`src/rtl/swmd_pkg.sv`:
```
`timescale 1ns / 1ps
// Shared types and codes for the stack with middle delete.
package swmd_pkg;

  localparam logic [1:0] OP_PUSH   = 2'd0;
  localparam logic [1:0] OP_POP    = 2'd1;
  localparam logic [1:0] OP_DELETE = 2'd2;
  localparam logic [1:0] OP_NONE   = 2'd3;

  localparam logic [1:0] ST_DONE  = 2'd0;
  localparam logic [1:0] ST_FULL  = 2'd1;
  localparam logic [1:0] ST_EMPTY = 2'd2;

  localparam logic [4:0] CAP_RESET = 5'd16;

  typedef enum logic [2:0] {
    SH_HOLD,
    SH_PUSH,
    SH_POP,
    SH_DEL1,
    SH_DEL2
  } shift_t;

endpackage

```
`src/rtl/swmd_cell.sv`:
```
`timescale 1ns / 1ps
// One stack cell: holds one word and takes a neighbour's word on a shift.
module swmd_cell #(
  parameter int WORD_BITS = 32,
  parameter int IDX_BITS  = 4,
  parameter int INDEX     = 0
) (
  input  logic                        clk,
  input  swmd_pkg::shift_t            shift,
  input  logic [IDX_BITS-1:0]         gap,
  input  logic signed [WORD_BITS-1:0] from_above,
  input  logic signed [WORD_BITS-1:0] from_below1,
  input  logic signed [WORD_BITS-1:0] from_below2,
  output logic signed [WORD_BITS-1:0] word
);

  logic signed [WORD_BITS-1:0] word_next;
  logic                        at_or_below_gap;

  assign at_or_below_gap = (IDX_BITS'(INDEX) >= gap);

  always_comb begin
    case (shift)
      swmd_pkg::SH_PUSH: word_next = from_above;
      swmd_pkg::SH_POP:  word_next = from_below1;
      swmd_pkg::SH_DEL1: word_next = at_or_below_gap ? from_below1 : word;
      swmd_pkg::SH_DEL2: word_next = at_or_below_gap ? from_below2 : word;
      default:           word_next = word;
    endcase
  end

  always_ff @(posedge clk) begin
    word <= word_next;
  end

endmodule

```
`src/rtl/stack_with_middle_delete.sv`:
```
`timescale 1ns / 1ps
// Top level of the bounded stack with a delete-middle operation.
// The result of an accepted item is registered in the output register.
// Throughput: one item per cycle while the input is not stalled; every cell shifts in the same cycle as its command.
// The output register holds a stalled result; input stalls only while it is held.
// Reset (synchronous, active high) empties the stack and sets the capacity to 16.
// Cell contents are not reset; only entries below the count are ever read.
module stack_with_middle_delete #(
  parameter int DEPTH     = 16,
  parameter int WORD_BITS = 32
) (
  input  logic               clk,
  input  logic               rst,
  input  logic               in_valid,
  output logic               in_stall,
  input  logic [1:0]         opcode,
  input  logic signed [31:0] push_value,
  output logic               out_valid,
  input  logic               out_stall,
  output logic signed [31:0] popped_value,
  output logic [1:0]         status,
  output logic [4:0]         entries_now,
  input  logic               cfg_valid,
  output logic               cfg_ready,
  input  logic [4:0]         capacity_limit
);

  localparam int CNT_BITS = $clog2(DEPTH + 1);
  localparam int IDX_BITS = $clog2(DEPTH);
  localparam int LIM_BITS = (CNT_BITS > 5) ? CNT_BITS : 5;

  logic [CNT_BITS-1:0]         count;
  logic [CNT_BITS-1:0]         count_next;
  logic [4:0]                  cap;
  swmd_pkg::shift_t            shift;
  logic [IDX_BITS-1:0]         gap;
  logic [1:0]                  status_next;
  logic signed [31:0]          popped_next;
  logic                        in_acc;
  logic                        full;
  logic                        empty;
  logic signed [WORD_BITS-1:0] push_word;
  logic signed [WORD_BITS-1:0] cells [DEPTH];

  assign in_acc    = in_valid && !in_stall;
  assign in_stall  = out_valid && out_stall;
  assign cfg_ready = 1'b1;
  assign push_word = WORD_BITS'(push_value);
  assign empty     = (count == '0);
  assign full      = (LIM_BITS'(count) >= LIM_BITS'(cap)) ||
                     (count == CNT_BITS'(DEPTH));

  always_comb begin
    shift       = swmd_pkg::SH_HOLD;
    gap         = IDX_BITS'(count >> 1);
    count_next  = count;
    status_next = swmd_pkg::ST_DONE;
    popped_next = '0;
    unique case (opcode)
      swmd_pkg::OP_PUSH: begin
        if (full) begin
          status_next = swmd_pkg::ST_FULL;
        end else begin
          shift      = swmd_pkg::SH_PUSH;
          count_next = count + 1'b1;
        end
      end
      swmd_pkg::OP_POP: begin
        if (empty) begin
          status_next = swmd_pkg::ST_EMPTY;
        end else begin
          shift       = swmd_pkg::SH_POP;
          count_next  = count - 1'b1;
          popped_next = 32'(cells[0]);
        end
      end
      swmd_pkg::OP_DELETE: begin
        if (empty) begin
          status_next = swmd_pkg::ST_EMPTY;
        end else if (count[0]) begin
          shift      = swmd_pkg::SH_DEL1;
          count_next = count - 1'b1;
        end else begin
          shift      = swmd_pkg::SH_DEL2;
          gap        = IDX_BITS'((count >> 1) - 1'b1);
          count_next = count - CNT_BITS'(2);
        end
      end
      swmd_pkg::OP_NONE: begin
        status_next = swmd_pkg::ST_DONE;
      end
      default: begin
        status_next = swmd_pkg::ST_DONE;
      end
    endcase
  end

  // The top of the stack sits in cell 0; deeper entries lie at higher indexes.
  for (genvar i = 0; i < DEPTH; i++) begin : g_cell
    logic signed [WORD_BITS-1:0] above;
    logic signed [WORD_BITS-1:0] below1;
    logic signed [WORD_BITS-1:0] below2;

    if (i == 0) begin : g_first
      assign above = push_word;
    end else begin : g_mid
      assign above = cells[i-1];
    end
    if (i + 1 < DEPTH) begin : g_b1
      assign below1 = cells[i+1];
    end else begin : g_b1_end
      assign below1 = cells[i];
    end
    if (i + 2 < DEPTH) begin : g_b2
      assign below2 = cells[i+2];
    end else begin : g_b2_end
      assign below2 = cells[i];
    end

    swmd_cell #(
      .WORD_BITS (WORD_BITS),
      .IDX_BITS  (IDX_BITS),
      .INDEX     (i)
    ) u_cell (
      .clk         (clk),
      .shift       (in_acc ? shift : swmd_pkg::SH_HOLD),
      .gap         (gap),
      .from_above  (above),
      .from_below1 (below1),
      .from_below2 (below2),
      .word        (cells[i])
    );
  end

  always_ff @(posedge clk) begin
    if (rst) begin
      count     <= '0;
      cap       <= swmd_pkg::CAP_RESET;
      out_valid <= 1'b0;
    end else begin
      if (cfg_valid && cfg_ready) begin
        cap <= capacity_limit;
      end
      if (in_acc) begin
        count     <= count_next;
        out_valid <= 1'b1;
      end else if (!out_stall) begin
        out_valid <= 1'b0;
      end
    end
  end

  always_ff @(posedge clk) begin
    if (in_acc) begin
      popped_value <= popped_next;
      status       <= status_next;
      entries_now  <= 5'(count_next);
    end
  end

endmodule

```
`config.mk`:
```
export PLATFORM = sky130hd
export DESIGN_NAME = stack_with_middle_delete
export DESIGN_NICKNAME = d
export VERILOG_FILES = /design/src/rtl/swmd_pkg.sv /design/src/rtl/swmd_cell.sv /design/src/rtl/stack_with_middle_delete.sv
export SDC_FILE = /design/constraint.sdc
export NUM_CORES = 1
export LEC_CHECK = 0
export BUFFER_PORTS_ARGS = -buffer_cell sky130_fd_sc_hd__buf_2
export CAP_MARGIN = 20
export CORE_MARGIN = 3
export CORE_UTILIZATION = 65
export DETAILED_ROUTE_END_ITERATION = 6
export PLACE_DENSITY = 0.88
export SLEW_MARGIN = 20
export SYNTH_ARGS = -nofsm -noshare
export SYNTH_HDL_FRONTEND = slang
export SYNTH_SLANG_ARGS = --single-unit
```
`constraint.sdc`:
```
create_clock -name clk -period 14.42 [get_ports clk]
set_input_delay 2.884 -clock clk [delete_from_list [all_inputs] [get_ports clk]]
set_output_delay 2.884 -clock clk [all_outputs]
set_load 0.01 [all_outputs]
```
==> impl_metrics.tcl <==
set metrics [dict create \
    core-area_um2 43400 \
    firstDrtPassIters 6 \
    skew_ns 0.0156 \
    wirelength_mm 60.9 \
    drc 0 \
    areaGrowthSynthToFinish_pct 7.25 \
    die_y_um 216 \
    synth-seq-cells 562 \
    status "finished, final reports clean" \
    synthCells 2389 \
    critPathLaunchType "input port" \
    ys_seq_area_frac 0.583 \
    die_w_um 216 \
    grt_use_total 0.254 \
    yosysTopAreaCell "edfxtp_1" \
    maxCapViolCount 0 \
    ys_async_sr_fraction 0 \
    drt-initial-drc-count 2172 \
    path_clk_slew_ns 0.06 \
    io-pin-count 86 \
    final_max_slew_viol_count 0 \
    instances_no_fill 3020 \
    yosysWarningCount 0 \
    fin_tns_setup_ns 0 \
    final_common_cell "edfxtp_1" \
    period_share 0.519 \
    synth_area_um2 28800 \
    ys_types 50 \
    nNetsFinal 2456 \
    antenna_found_initial 0 \
    cp-end-kind "flip-flop" \
    routabilityCongestion 0.947 \
    vias 19000 \
    final_antenna_net_count 0 \
    post_cts_buffers 0 \
    grt_first_pass_wirelength_mm 98.8 \
    clk_latency_ns 0.60 \
    synth_ff_type "edfxtp_1" \
    dp.final_hpwl_mm 37.0 \
    synth_fp_nets 2452 \
    ys_top_cells_by_area "edfxtp_1 (58%), o21ai_2 (12%), a22oi_1 (12%)" \
    crit_fanout 167 \
    max-slew-margin-rel 0.186 \
    cts-root-buf "clkbuf_16" \
    period_minus_slack_ns 7.48 \
    rrSetupSlack_ns 8.56 \
    cts_buffer_depth 3 \
    dp_cells 2915 \
    std_cell_rows 76 \
    rsz0062_at_grt "false" \
    numCtsBuffers 56 \
    vdd_drop_max_mv 0.105 \
    synth_top_area_share 0.575 \
    grt_max_degree 286 \
    power_leakage_nw 11.5 \
    ctsResizeCount 0 \
    overflow 0 \
    die-area_um2 46800 \
    layout_common_cells "edfxtp_1 (551), inv_1 (464), a22oi_1 (449), o21ai_2 (404), nand2_1 (120)" \
    initial_core_util 0.663 \
    io_buffer_count 84 \
    hold_class "flip-flop to flip-flop" \
    max_freq_ghz 0.134 \
    wl_per_cell_um 20.2 \
    viasPerCell 6.30 \
    crit_arrival_ns 7.79 \
    antennaDiodeCount 0 \
    report.final.setup_viol 0 \
    crit_type "input port to flip-flop" \
    ctsHoldBuffers 0 \
    first_global_vias 19700 \
    synth_edf_count 551 \
    drive_gt1_frac 0.251 \
    h-tree-depth 2 \
    clock-sinks 562 \
    required_ns 14.73 \
    syn_area_per_cell_um2 12.0 \
    final-hold-violation-count 0 \
    tightestPinTransition_ns 1.22 \
    power.density_nw_per_um2 129 \
    cts_tree "yes" \
]
cells by family after synthesis:
family,count (synthesis),share of synthesized area
AO/OA/AOI/OAI,966,0.263
buffers and inverters,634,0.113
adder cells (fa/ha/maj),19,0.00827
flip-flops,562,0.583
XOR/XNOR,5,0.00152
AND/OR/NAND/NOR,195,0.0282
multiplexers,7,0.00244
other,1,0.000130
critical path: stages:
cell      delay, ns
buf_2          0.10
a21bo_2        0.25
inv_2          0.79
nand2b_1       0.31
or4_4          0.62
o21ai_4        0.17
buf_6          0.62
buf_12         0.80
buf_12         0.77
o21ai_2        0.11
cell usage after synthesis, types with 7 or more instances:
library cell    n
a31oi_1        11
nand2_1       120
edfxtp_1      551
buf_4          24
o21ai_1        14
mux2i_1         7
o21ai_2       400
a22oi_1       449
inv_1         465
buf_12         44
dfxtp_1        11
nor2_1         50
a21oi_1        20
clkbuf_1       66
o21ai_0        45
ha_1           19
buf_2          28
area by class of cell:
cell class	instances	area, µm²
fillers	2826	12500
well taps	585	732
repair buffers	114	952
clock buffers	73	1490
inverters	466	1750
multi-input cells	1193	8910
clock inverters	27	243
flip-flops and latches	562	16800
final timing paths:
path                                        from                             endpoint  cells past startpoint
max                                    out_stall   g_cell[0].u_cell.word[9]$_DFFE_PP_                     10
min          g_cell[14].u_cell.word[8]$_DFFE_PP_  g_cell[15].u_cell.word[8]$_DFFE_PP_                      0
max reg2reg                count[0]$_SDFFE_PP0P_   g_cell[0].u_cell.word[9]$_DFFE_PP_                     13
min reg2reg  g_cell[14].u_cell.word[8]$_DFFE_PP_  g_cell[15].u_cell.word[8]$_DFFE_PP_                      0
state kept, by name, summed over array words and instances, names as in the netlist:
register and flops:
g_cell.u_cell.word 512, out_valid 1, entries_now 5, status 2, cap 5, count 5, popped_value 32
routing by layer:
metal,track usage,part of all wire,vias up
met5,0,0,-
met2,0.462,0.54,697
met4,0.0838,0.024,0
met1,0.321,0.38,9531
li1,-,-,8674
met3,0.0275,0.049,117
metrics by stage:
stage | total power, mW | utilization | area [µm²] | setup slack, ns | hold WS [ns]
after floorplan | 2.46 | - | 28800 | 6.99 | 0.451
after global placement | 2.54 | 0.663 | 28800 | 6.44 | 0.460
after detailed placement | 2.58 | 0.668 | 29000 | 6.24 | 0.466
after CTS | 3.98 | 0.708 | 30700 | 6.85 | 0.488
after global routing | 4.11 | 0.711 | 30800 | 6.78 | 0.499
final | 3.97 | 0.711 | 30800 | 6.94 | 0.489
power breakdown:
| group | switching, mW | internal, mW |
|---|---|---|
| clock | 0.602 | 0.809 |
| combinational | 0.314 | 0.176 |
| sequential | 0.0941 | 1.98 |
| total | 1.01 | 2.96 |
(Power assumes the default switching activity.)
